$ cat config.mk
export PLATFORM = sky130hd
export DESIGN_NAME = char_lcd_write_sequencer_unit
export DESIGN_NICKNAME = d
export VERILOG_FILES = /design/src/design/lcdws_pkg.sv /design/src/design/lcdws_front.sv /design/src/design/lcdws_queue.sv /design/src/design/lcdws_back.sv /design/src/design/char_lcd_write_sequencer_unit.sv
export SDC_FILE = /design/constraint.sdc
export NUM_CORES = 1
export LEC_CHECK = 0
export BUFFER_PORTS_ARGS = -buffer_cell sky130_fd_sc_hd__buf_2
export CORE_ASPECT_RATIO = 1.2
export CORE_MARGIN = 1
export CORE_UTILIZATION = 52
export DETAILED_ROUTE_END_ITERATION = 10
export GPL_TIMING_DRIVEN = 0
export PLACE_DENSITY = 0.76
export SLEW_MARGIN = 40
export SYNTH_ARGS = -nofsm -noshare
export SYNTH_HDL_FRONTEND = slang
export SYNTH_SLANG_ARGS = --single-unit
$ cat constraint.sdc
create_clock -name clk -period 2.3 [get_ports clk]
set_input_delay 0.23 -clock clk [delete_from_list [all_inputs] [get_ports clk]]
set_output_delay 0.23 -clock clk [all_outputs]
set_load 0.01 [all_outputs]
$ cat src/design/lcdws_pkg.sv
// Shared types, constants and helper functions of the character LCD write sequencer.
// No dependencies; used by every module of the block.
`timescale 1ns / 1ps
`default_nettype none

package lcdws_pkg;

  // Request kinds on the input tuser field.
  localparam logic [1:0] REQ_INSTR  = 2'd0;
  localparam logic [1:0] REQ_CHAR   = 2'd1;
  localparam logic [1:0] REQ_CURSOR = 2'd2;

  // Configuration register indexes.
  localparam logic [1:0] CFG_BUS_WIDTH_MODE = 2'd0;
  localparam logic [1:0] CFG_NIBBLE_LANE    = 2'd1;
  localparam logic [1:0] CFG_HOLD_TICKS     = 2'd2;

  localparam logic        BUS_WIDTH_MODE_RESET = 1'b0;
  localparam logic        NIBBLE_LANE_RESET    = 1'b1;
  localparam logic [15:0] HOLD_TICKS_RESET     = 16'd1000;

  // DDRAM address command and the row start offsets.
  localparam logic [7:0] SET_DDRAM_ADDR = 8'h80;
  localparam logic [7:0] ROW0_OFFSET    = 8'h00;
  localparam logic [7:0] ROW1_OFFSET    = 8'h40;
  localparam logic [7:0] ROW2_OFFSET    = 8'h10;
  localparam logic [7:0] ROW3_OFFSET    = 8'h50;
  localparam logic [7:0] HIGH_NIBBLE    = 8'hF0;
  localparam logic [7:0] LOW_NIBBLE     = 8'h0F;

  // Pin phases of one write.
  localparam int PHASE_W = 3;
  localparam logic [PHASE_W-1:0] PH_SETUP   = 3'd0;
  localparam logic [PHASE_W-1:0] PH_E_RISE  = 3'd1;
  localparam logic [PHASE_W-1:0] PH_HI_DATA = 3'd2;
  localparam logic [PHASE_W-1:0] PH_HI_FALL = 3'd3;
  localparam logic [PHASE_W-1:0] PH_LO_RISE = 3'd4;
  localparam logic [PHASE_W-1:0] PH_LO_DATA = 3'd5;
  localparam logic [PHASE_W-1:0] PH_LO_FALL = 3'd6;

  localparam int QUEUE_DEPTH_DEFAULT = 2;

  typedef struct packed {
    logic        rs;
    logic [7:0]  val;
  } lcdws_req_t;

  typedef struct packed {
    logic        bus_width_mode;
    logic        nibble_lane;
    logic [15:0] hold_ticks;
  } lcdws_cfg_t;

  function automatic logic [7:0] row_offset(input logic [1:0] row);
    logic [7:0] off;
    case (row)
      2'd0:    off = ROW0_OFFSET;
      2'd1:    off = ROW1_OFFSET;
      2'd2:    off = ROW2_OFFSET;
      default: off = ROW3_OFFSET;
    endcase
    return off;
  endfunction

  // Places a nibble on the chosen lane and keeps the other lane of the latch.
  function automatic logic [7:0] lane_merge(input logic [7:0] latch, input logic lane,
                                            input logic [3:0] nib);
    logic [7:0] res;
    if (lane) begin
      res = (latch & LOW_NIBBLE) | {nib, 4'h0};
    end else begin
      res = (latch & HIGH_NIBBLE) | {4'h0, nib};
    end
    return res;
  endfunction

endpackage

`default_nettype wire

$ cat src/design/lcdws_front.sv
// Front end: classifies a write request and forms the byte and RS level to send.
// Depends on lcdws_pkg.
`timescale 1ns / 1ps
`default_nettype none

module lcdws_front (
  input  wire logic [1:0]         req_type,
  input  wire logic [7:0]         byte_value,
  input  wire logic [1:0]         row_index,
  input  wire logic [5:0]         column_index,
  output lcdws_pkg::lcdws_req_t   req,
  output logic                    req_known
);

  logic [7:0] addr;

  assign addr = {2'b00, column_index} + lcdws_pkg::row_offset(row_index);

  always_comb begin
    req_known = 1'b1;
    req.rs    = 1'b0;
    req.val   = byte_value;
    case (req_type)
      lcdws_pkg::REQ_INSTR: begin
        req.rs = 1'b0;
      end
      lcdws_pkg::REQ_CHAR: begin
        req.rs = 1'b1;
      end
      lcdws_pkg::REQ_CURSOR: begin
        req.val = addr | lcdws_pkg::SET_DDRAM_ADDR;
      end
      default: begin
        // Unknown kinds are consumed and dropped.
        req_known = 1'b0;
      end
    endcase
  end

endmodule

`default_nettype wire

$ cat src/design/lcdws_queue.sv
// Short FIFO of classified requests between the front and back ends.
// Depends on lcdws_pkg.
`timescale 1ns / 1ps
`default_nettype none

module lcdws_queue #(
  parameter int DEPTH = lcdws_pkg::QUEUE_DEPTH_DEFAULT
) (
  input  wire logic                  clk,
  input  wire logic                  rst_n,
  input  wire logic                  push,
  input  wire lcdws_pkg::lcdws_req_t push_item,
  output logic                       full,
  input  wire logic                  pop,
  output lcdws_pkg::lcdws_req_t      head,
  output logic                       not_empty
);

  localparam int PTR_W = $clog2(DEPTH);
  localparam int CNT_W = $clog2(DEPTH + 1);

  lcdws_pkg::lcdws_req_t mem_r [DEPTH];
  logic [PTR_W-1:0] wr_ptr_r, wr_ptr_nxt;
  logic [PTR_W-1:0] rd_ptr_r, rd_ptr_nxt;
  logic [CNT_W-1:0] count_r, count_nxt;

  assign full      = (count_r == CNT_W'(DEPTH));
  assign not_empty = (count_r != '0);
  assign head      = mem_r[rd_ptr_r];

  always_comb begin
    wr_ptr_nxt = wr_ptr_r;
    rd_ptr_nxt = rd_ptr_r;
    count_nxt  = count_r;
    if (push) begin
      wr_ptr_nxt = (wr_ptr_r == PTR_W'(DEPTH - 1)) ? '0 : wr_ptr_r + 1'b1;
    end
    if (pop) begin
      rd_ptr_nxt = (rd_ptr_r == PTR_W'(DEPTH - 1)) ? '0 : rd_ptr_r + 1'b1;
    end
    if (push && !pop) begin
      count_nxt = count_r + 1'b1;
    end else if (pop && !push) begin
      count_nxt = count_r - 1'b1;
    end
  end

  always_ff @(posedge clk) begin
    if (!rst_n) begin
      wr_ptr_r <= '0;
      rd_ptr_r <= '0;
      count_r  <= '0;
    end else begin
      wr_ptr_r <= wr_ptr_nxt;
      rd_ptr_r <= rd_ptr_nxt;
      count_r  <= count_nxt;
    end
  end

  always_ff @(posedge clk) begin
    if (push) begin
      mem_r[wr_ptr_r] <= push_item;
    end
  end

endmodule

`default_nettype wire

$ cat src/design/lcdws_back.sv
// Back end: steps through the pin phases of one write, paces them by the hold
// time and keeps the bus latch. Depends on lcdws_pkg.
`timescale 1ns / 1ps
`default_nettype none

module lcdws_back (
  input  wire logic                  clk,
  input  wire logic                  rst_n,
  input  wire lcdws_pkg::lcdws_cfg_t cfg,
  input  wire lcdws_pkg::lcdws_req_t q_head,
  input  wire logic                  q_not_empty,
  output logic                       q_pop,
  output logic                       out_valid,
  input  wire logic                  out_ready,
  output logic                       out_rs,
  output logic                       out_en,
  output logic [7:0]                 out_bus,
  output logic                       out_last
);

  localparam int PW = lcdws_pkg::PHASE_W;

  logic                  active_r, active_nxt;
  logic [PW-1:0]         phase_r, phase_nxt;
  lcdws_pkg::lcdws_req_t cur_r, cur_nxt;
  logic [7:0]            latch_r, latch_nxt;
  logic [15:0]           wait_r, wait_nxt;
  logic                  out_valid_r, out_valid_nxt;
  logic                  rs_r, en_r, last_r;
  logic [7:0]            bus_r;

  logic                  issue;
  logic [PW-1:0]         ph;
  lcdws_pkg::lcdws_req_t itm;
  logic [PW-1:0]         last_ph;
  logic                  ph_en;

  always_comb begin
    ph      = active_r ? phase_r : lcdws_pkg::PH_SETUP;
    itm     = active_r ? cur_r : q_head;
    last_ph = cfg.bus_width_mode ? lcdws_pkg::PH_HI_FALL : lcdws_pkg::PH_LO_FALL;
    issue   = (wait_r == '0) && (!out_valid_r || out_ready) && (active_r || q_not_empty);
    q_pop   = issue && !active_r;
    ph_en   = (ph == lcdws_pkg::PH_E_RISE) || (ph == lcdws_pkg::PH_HI_DATA) ||
              (ph == lcdws_pkg::PH_LO_RISE) || (ph == lcdws_pkg::PH_LO_DATA);

    latch_nxt = latch_r;
    if (ph == lcdws_pkg::PH_HI_DATA) begin
      latch_nxt = cfg.bus_width_mode ? itm.val
                : lcdws_pkg::lane_merge(latch_r, cfg.nibble_lane, itm.val[7:4]);
    end else if (ph == lcdws_pkg::PH_LO_DATA && !cfg.bus_width_mode) begin
      latch_nxt = lcdws_pkg::lane_merge(latch_r, cfg.nibble_lane, itm.val[3:0]);
    end

    active_nxt    = active_r;
    phase_nxt     = phase_r;
    cur_nxt       = cur_r;
    wait_nxt      = (wait_r != '0) ? wait_r - 1'b1 : wait_r;
    out_valid_nxt = out_valid_r && !out_ready;
    if (issue) begin
      out_valid_nxt = 1'b1;
      cur_nxt       = itm;
      wait_nxt      = (cfg.hold_ticks != '0) ? cfg.hold_ticks - 1'b1 : '0;
      if (ph == last_ph) begin
        active_nxt = 1'b0;
        phase_nxt  = lcdws_pkg::PH_SETUP;
      end else begin
        active_nxt = 1'b1;
        phase_nxt  = ph + 1'b1;
      end
    end else begin
      latch_nxt = latch_r;
    end
  end

  always_ff @(posedge clk) begin
    if (!rst_n) begin
      active_r    <= 1'b0;
      phase_r     <= lcdws_pkg::PH_SETUP;
      latch_r     <= '0;
      wait_r      <= '0;
      out_valid_r <= 1'b0;
    end else begin
      active_r    <= active_nxt;
      phase_r     <= phase_nxt;
      latch_r     <= latch_nxt;
      wait_r      <= wait_nxt;
      out_valid_r <= out_valid_nxt;
    end
  end

  always_ff @(posedge clk) begin
    cur_r <= cur_nxt;
    if (issue) begin
      rs_r   <= itm.rs;
      en_r   <= ph_en;
      bus_r  <= latch_nxt;
      last_r <= (ph == last_ph);
    end
  end

  assign out_valid = out_valid_r;
  assign out_rs    = rs_r;
  assign out_en    = en_r;
  assign out_bus   = bus_r;
  assign out_last  = last_r;

endmodule

`default_nettype wire

$ cat src/design/char_lcd_write_sequencer_unit.sv
// Top level of the character LCD write sequencer: configuration registers,
// front end, request FIFO and phase sequencer. Depends on lcdws_pkg.
//
// Usage: a write request enters on the in_ stream (kind in in_tuser; byte,
// row and column in in_tdata). Each request becomes a run of display pin
// states on the out_ stream, one beat per state, with out_tlast on the last.
// 8-bit mode gives four beats per write, 4-bit mode seven. A request of the
// unknown kind is taken and gives no beats.
// Timing: the first beat of a write is presented once the request has passed
// through the request FIFO and the output register of the sequencer, when the
// sequencer is free. Consecutive beats are paced by the hold counter in the
// sequencer, which is loaded from hold_ticks at each beat.
// The request FIFO takes new requests while the sequencer is busy; in_tready
// drops only when it is full. A stalled receiver holds the current beat while
// the hold counter keeps running, so nothing is lost and the next beat goes
// out as soon as the held one is taken and the hold time has passed.
// Reset (rst_n low at a clock edge) empties the FIFO, clears the bus latch and
// loads 4-bit mode, upper nibble lane and hold_ticks 1000. The user, not the
// block, keeps configuration writes via cfg_we/cfg_index/cfg_data to idle.
`timescale 1ns / 1ps
`default_nettype none

module char_lcd_write_sequencer_unit #(
  parameter int QUEUE_DEPTH = lcdws_pkg::QUEUE_DEPTH_DEFAULT
) (
  input  wire logic        clk,
  input  wire logic        rst_n,
  input  wire logic        in_tvalid,
  output logic             in_tready,
  // [7:0] byte_value, [9:8] row_index, [15:10] column_index
  input  wire logic [15:0] in_tdata,
  // [1:0] req_type
  input  wire logic [1:0]  in_tuser,
  output logic             out_tvalid,
  input  wire logic        out_tready,
  // [0] reg_select, [1] read_write, [2] enable_pin, [10:3] data_bus, [15:11] zero
  output logic [15:0]      out_tdata,
  output logic             out_tlast,
  input  wire logic        cfg_we,
  input  wire logic [1:0]  cfg_index,
  input  wire logic [15:0] cfg_data
);

  lcdws_pkg::lcdws_cfg_t cfg_r;
  lcdws_pkg::lcdws_req_t front_req;
  lcdws_pkg::lcdws_req_t q_head;
  logic                  req_known;
  logic                  q_full;
  logic                  q_not_empty;
  logic                  q_pop;
  logic                  in_fire;
  logic                  out_rs;
  logic                  out_en;
  logic [7:0]            out_bus;

  always_ff @(posedge clk) begin
    if (!rst_n) begin
      cfg_r.bus_width_mode <= lcdws_pkg::BUS_WIDTH_MODE_RESET;
      cfg_r.nibble_lane    <= lcdws_pkg::NIBBLE_LANE_RESET;
      cfg_r.hold_ticks     <= lcdws_pkg::HOLD_TICKS_RESET;
    end else if (cfg_we) begin
      case (cfg_index)
        lcdws_pkg::CFG_BUS_WIDTH_MODE: cfg_r.bus_width_mode <= cfg_data[0];
        lcdws_pkg::CFG_NIBBLE_LANE:    cfg_r.nibble_lane    <= cfg_data[0];
        lcdws_pkg::CFG_HOLD_TICKS:     cfg_r.hold_ticks     <= cfg_data;
        default: begin
        end
      endcase
    end
  end

  lcdws_front u_front (
    .req_type     (in_tuser),
    .byte_value   (in_tdata[7:0]),
    .row_index    (in_tdata[9:8]),
    .column_index (in_tdata[15:10]),
    .req          (front_req),
    .req_known    (req_known)
  );

  assign in_tready = !q_full;
  assign in_fire   = in_tvalid && in_tready;

  lcdws_queue #(
    .DEPTH (QUEUE_DEPTH)
  ) u_queue (
    .clk       (clk),
    .rst_n     (rst_n),
    .push      (in_fire && req_known),
    .push_item (front_req),
    .full      (q_full),
    .pop       (q_pop),
    .head      (q_head),
    .not_empty (q_not_empty)
  );

  lcdws_back u_back (
    .clk         (clk),
    .rst_n       (rst_n),
    .cfg         (cfg_r),
    .q_head      (q_head),
    .q_not_empty (q_not_empty),
    .q_pop       (q_pop),
    .out_valid   (out_tvalid),
    .out_ready   (out_tready),
    .out_rs      (out_rs),
    .out_en      (out_en),
    .out_bus     (out_bus),
    .out_last    (out_tlast)
  );

  // RW is always low: the block only writes.
  assign out_tdata = {5'b00000, out_bus, out_en, 1'b0, out_rs};

endmodule

`default_nettype wire
Word-level counts from Yosys, hierarchy flattened
Memories as Yosys holds them, arrays and structs flattened. A register that Yosys moved wholly into a read port is not among the register bits.
Index checks and enable logic that the tools add are counted.
{"block": "op_classes", "add_sub_neg": 8, "eq_ne": 12, "mux": 27, "bitwise_logic": 5, "n_reduce_logical": 35}
{"cell": "8-bit two-way mux", "n": 8}
{"cell": "16-bit two-way mux", "n": 3}
{"cell": "16-bit nonzero test", "n": 2}
{"cell": "16-bit by 1-bit subtractor with 16-bit output, second input constant", "n": 2}
{"cell": "7-bit case mux with 3 select lines", "n": 1}
{"cell": "16-bit logical NOT", "n": 1}
{"cell": "4-bit by 8-bit bitwise OR with 8-bit output", "n": 2}
{"cell": "8-bit by 4-bit bitwise OR with 8-bit output", "n": 2}
{"cell": "1-bit two-way mux", "n": 10}
{"cell": "1-bit logical AND", "n": 9}
{"cell": "3-bit two-way mux", "n": 3}
{"cell": "2-bit == test, second input constant", "n": 4}
{"cell": "2-bit AND reduction", "n": 4}
{"cell": "6-bit by 7-bit adder with 7-bit output", "n": 1}
{"cell": "1-bit logical NOT", "n": 7}
{"cell": "2-bit by 1-bit == test with 1-bit output, second input constant", "n": 3}
{"cell": "3-bit == test, second input constant", "n": 2}
{"cell": "2-bit logical NOT", "n": 3}
{"cell": "2-bit nonzero test", "n": 3}
{"cell": "1-bit logical OR", "n": 5}
{"cell": "2-bit two-way mux", "n": 2}
{"cell": "3-bit by 1-bit adder with 3-bit output, second input constant", "n": 1}
{"cell": "3-bit by 1-bit == test with 1-bit output, second input constant", "n": 1}
{"cell": "3-bit by 2-bit == test with 1-bit output, second input constant", "n": 1}
{"cell": "other kinds (6)", "n": 7}
{"block": "totals", "regBits": 70, "ram_bits": 18, "inputBits": 41, "output_inout_bits": 19, "wordCells": 104, "n_memories": 1}
{"memory": "u_queue.mem_r", "words": 2, "word_bits": 9, "read_ports": 1, "rd_ports_with_merged_regs": 1, "wr": 1, "line_no": "lcdws_queue.sv:22", "rtl": "lcdws_pkg::lcdws_req_t mem_r [DEPTH];"}

Longest topological paths before layout
{"block": "depth", "word_depth": 8, "mapped_depth": 10, "mapped_depth_nobuf": 9}

Modules after synthesis
From an unflattened synthesis, not the netlist that was laid out.
{"block": "hier_totals", "hier_cells": 445, "hier_area_um2": 4640.7}
{"mod": "lcdws_back", "instances": 1, "cells_per_inst": 287, "area_each_um2": 2748.9, "seq_area_each_um2": 1151.1}
{"mod": "lcdws_queue", "instances": 1, "cells_per_inst": 50, "area_each_um2": 868.3, "seq_area_each_um2": 640.6}
{"mod": "char_lcd_write_sequencer_unit", "instances": 1, "cells_per_inst": 92, "area_each_um2": 839.6, "seq_area_each_um2": 360.3}
{"mod": "lcdws_front", "instances": 1, "cells_per_inst": 16, "area_each_um2": 183.9, "seq_area_each_um2": 0.0}

Worst setup path before layout
No wires, ideal clock.
{"block": "synth_path", "kind": "reg-to-reg", "start": "register u_back.wait_r[0]", "end": "register u_queue.count_r[1]", "setup_ps": 72, "arrival_time_ps": 2314, "required_time_ps": 2228, "setup_slack_ps": -86, "stages_incl_launch_ff": 9, "n_path_buf": 0, "synth_period_minus_slack_ps": 2386, "cell_sequence": "dfxtp_1 -> inv_1 -> ha_1 -> nor3b_1 -> nand4_4 -> or3_4 -> ha_1 -> or3_1 -> a21oi_1"}
{"block": "synth_between", "elab_chain_cells": 7, "word_cells_on_any_way": 9, "classes_between": "mux: 1; reduce/logical: 8"}
{"element": "start, declared", "line_no": "lcdws_back.sv:27", "rtl": "logic [15:0] wait_r, wait_nxt;"}
{"element": "start signal, assigned", "line_no": "lcdws_back.sv:87", "rtl": "wait_r <= wait_nxt;"}
{"element": "16-bit logical NOT (*)", "line_no": "lcdws_back.sv:42", "rtl": "issue = (wait_r == '0) && (!out_valid_r || out_ready) && (active_r || q_not_empty);"}
{"element": "1-bit logical AND (*) (2 in a row)", "line_no": "lcdws_back.sv:42"}
{"element": "1-bit logical AND (*)", "line_no": "lcdws_back.sv:43", "rtl": "q_pop = issue && !active_r;"}
{"element": "1-bit logical NOT", "line_no": "lcdws_queue.sv:41", "rtl": "if (push && !pop) begin"}
{"element": "1-bit logical AND", "line_no": "lcdws_queue.sv:41"}
{"element": "2-bit two-way mux / 2-bit nonzero test (equally long branches)"}
{"element": "end signal, assigned", "line_no": "lcdws_queue.sv:56", "rtl": "count_r <= count_nxt;"}
{"element": "end, declared", "line_no": "lcdws_queue.sv:25", "rtl": "logic [CNT_W-1:0] count_r, count_nxt;"}
Mark *: on every way between the ends. The rest lies on a longest branch, timed or not.
A chain may end at the register's enable or synchronous reset.

Worst setup path after layout
Ends and elaborated chain as after synthesis.

==> metrics.csv <==
metric;value;unit
setup_viol_count_final;0;
synth_ff_type;dfxtp_1;
drt_iter0_drc;167;
grt_pass1_wl;17400;um
grt_max_degree;28;
first_global_vias;3760;
vias;3804;
path_buf_inv;1;
hold_class;in -> reg;
cpMostUsedCell;ha_4;
nFillCells;761;
drv_slew;0;
cts_tree;built;
design_area;5410;sq um
ir_drop;568;uV
synth_edf_count;37;
finalWeightedCongestion;0.870;
final_layout_size_suffix_gt1_share;25.3;%
core;8610;sq um
syn_area_per_cell;9.55;sq um
yosys.area.top_type;edfxtp_1;
cellLeakagePower;2.04;nW
post-route-period-util;98.2;%
reg2reg_from;u_back.wait_r[0];
start_util;53.6;%
startpoint_type;flop;
yosys_warnings;0;
cpLargestDelayFamily;simple AND/OR/NAND/NOR gates;
grt_remaining_overflow;0;
async_flop_share;0;%
cts_root_buf;clkbuf_8;
crit_path_end_kind;flop;
holdBufCountCts;0;
holdCritStartpoint;cfg_data[6];
critical-path-slowest-cell;or3_4;
antenna_found_initial;0;
dp_hpwl;7620;um
cts_sinks;89;
crit_chain;inv_2 > ha_4 > nor3b_4 > nand4_4 > or3_4 > ha_4 > or3_1 > a21oi_2;
multi_input_area;2360;sq um
yosysTopAreaCellShare;24.1;%
dieArea;9250;sq um
fin_skew;0.00964;ns
fin_util;62.9;%
crit_arrival;2.55;ns
synth_area;4610;sq um
finalHoldViolCount;0;
maxSlewHeadroom;47.9;%
ys_ff_latch;89;
clk_pin_slew;0.09;ns
synth_area_leaders;edfxtp_1, dfxtp_1, nand2_1, a21oi_1, mux2_2;
synthTopCellsByCount;nand2_1, dfxtp_1, a21oi_1;
clk_path_buf_depth;2;
antenna_cells;0;
die_x;88.0;um
max_freq;443;MHz
cts-buffers-inserted;9;
worstSetupPathType;reg -> reg;
io_buffers;51;
vias_per_cell;5.64;
die_h;105;um
critPathRequiredTime;2.59;ns
totalPowerFinal;5.21;mW
synth_seq_area_share;46.7;%
drc;0;
ff_latch_area;2160;sq um
clk_latency;0.37;ns
critPathLaunch;u_back.wait_r[0];
syn_to_final_growth;17.3;%
tightest_slew;0.779;ns
yosysMostFrequentCell;nand2_1;
std_cell_rows;37;
critPathMaxStageDelay;0.44;ns
synthDistinctLibCells;60;
wl;10700;um
cap_viol_max_count;0;
power.density;962;nW/um^2
ant_nets;0;
fin_nets;604;
layout_min_cycle_time;2.26;ns
htreeDepth;3;
cp_max_fo;5;
track_usage;24.5;%
firstDrtPassIters;4;
wl_per_cell;15.8;um
io_pins;60;
synth_cells;483;
status;finished, final reports clean;
place_area;5040;sq um
-- where the power goes --
group / total [mW] / switching, mW / internal, mW / leakage (nW)
combinational: 1.87 / 1.06 / 0.804 / 1.15
clock: 1.22 / 0.594 / 0.622 / 0.112
sequential: 2.12 / 0.215 / 1.91 / 0.773
total: 5.21 / 1.87 / 3.33 / 2.04
-- kinds of logic after synthesis --
group	Yosys count	share of synthesized area (%)
AOI/OAI and AO/OA	108	14.9
xor gates and xnor gates	20	3.80
adders and majority gates	10	2.71
buffers and inverters	45	4.99
DFF	89	46.7
muxes	25	5.83
other	1	0.0813
and+or+nand+nor	185	21.1
-- final timing paths --
check | end | slack, ns | depth (start not counted)
hold reg to reg | u_back.phase_r[1] | 0.47 | 2
hold / removal | cfg_r[6] | 0.07 | 3
setup reg to reg | u_queue.count_r[1] | 0.04 | 8
setup / recovery | u_queue.count_r[1] | 0.04 | 8
-- cell type report --
type | instances | share of cell area (%)
tap | 117 | 2.70
multi-input combinational | 354 | 43.6
timing repair buffer | 56 | 5.41
buffer | 29 | 3.21
clock inverter | 7 | 1.83
sequential | 89 | 39.9
inverter | 14 | 0.994
clock buffer | 9 | 2.29
-- routing by layer --
layer,wire length (um),track usage (%),up-vias
met3,264,3.48,22
met5,0,0,-
met1,4370,26.9,1824
met2,5730,45.5,91
li1,-,-,1867
met4,328,10.3,0
-- worst min-delay path: cells and delay by family --
family	cells	cell delay, ns
buf+inv	1	0.08
simple gates	2	0.10
-- cells in the final DEF (no fill, tap or decap), drive strengths merged, types with 3 or more instances in the layout --
cell type,netlist,layout
nand2,65,65
a22oi,3,3
nor3,11,11
a211oi,11,11
or2,8,8
or3,4,4
and3,4,4
a21oi,38,38
o22ai,7,7
dfxtp,52,52
clkbuf,18,25
nor2b,5,5
conb,1,6
or4,4,4
xnor2,15,15
and2,7,7
nand4,6,6
nand3,15,15
a31oi,6,6
clkinv,2,4
o31ai,4,4
o21a,4,4
buf,13,69
nor2,35,35
edfxtp,37,37
mux2,15,15
o21ai,19,19
inv,12,15
ha,10,10
mux2i,10,10
nand2b,5,5
nor4,8,8
xor2,5,5
-- state kept, by name, summed over array words and instances, names as in the netlist, 2 cells and up, named ones only --
name,flops
u_back.latch_r,8
cfg_r,18
u_back.phase_r,3
u_back.out_bus,8
u_back.cur_r,9
u_queue.count_r,2
u_queue.mem_r,18
u_back.wait_r,16
-- metrics by stage --
step	hold slack (ns)	TNS, ns	instances	worst slack [ns]
global route	0.0931	-0.0458	675	-0.0224
global placement	0.437	-2.37	656	-0.269
finish	0.0671	0	675	0.0424
floorplan	0.354	0	488	0.00825
CTS	0.0706	0	673	0.0131
detailed placement	0.445	-3.29	656	-0.313
-- repair_timing --
item	4_1_cts	5_1_grt
pin swaps	3	6
setup buffers	3	2
setup endpoints to repair	25	26
gates cloned	0	0
resized for setup	10	20
Power figures use the tool's default switching activity.
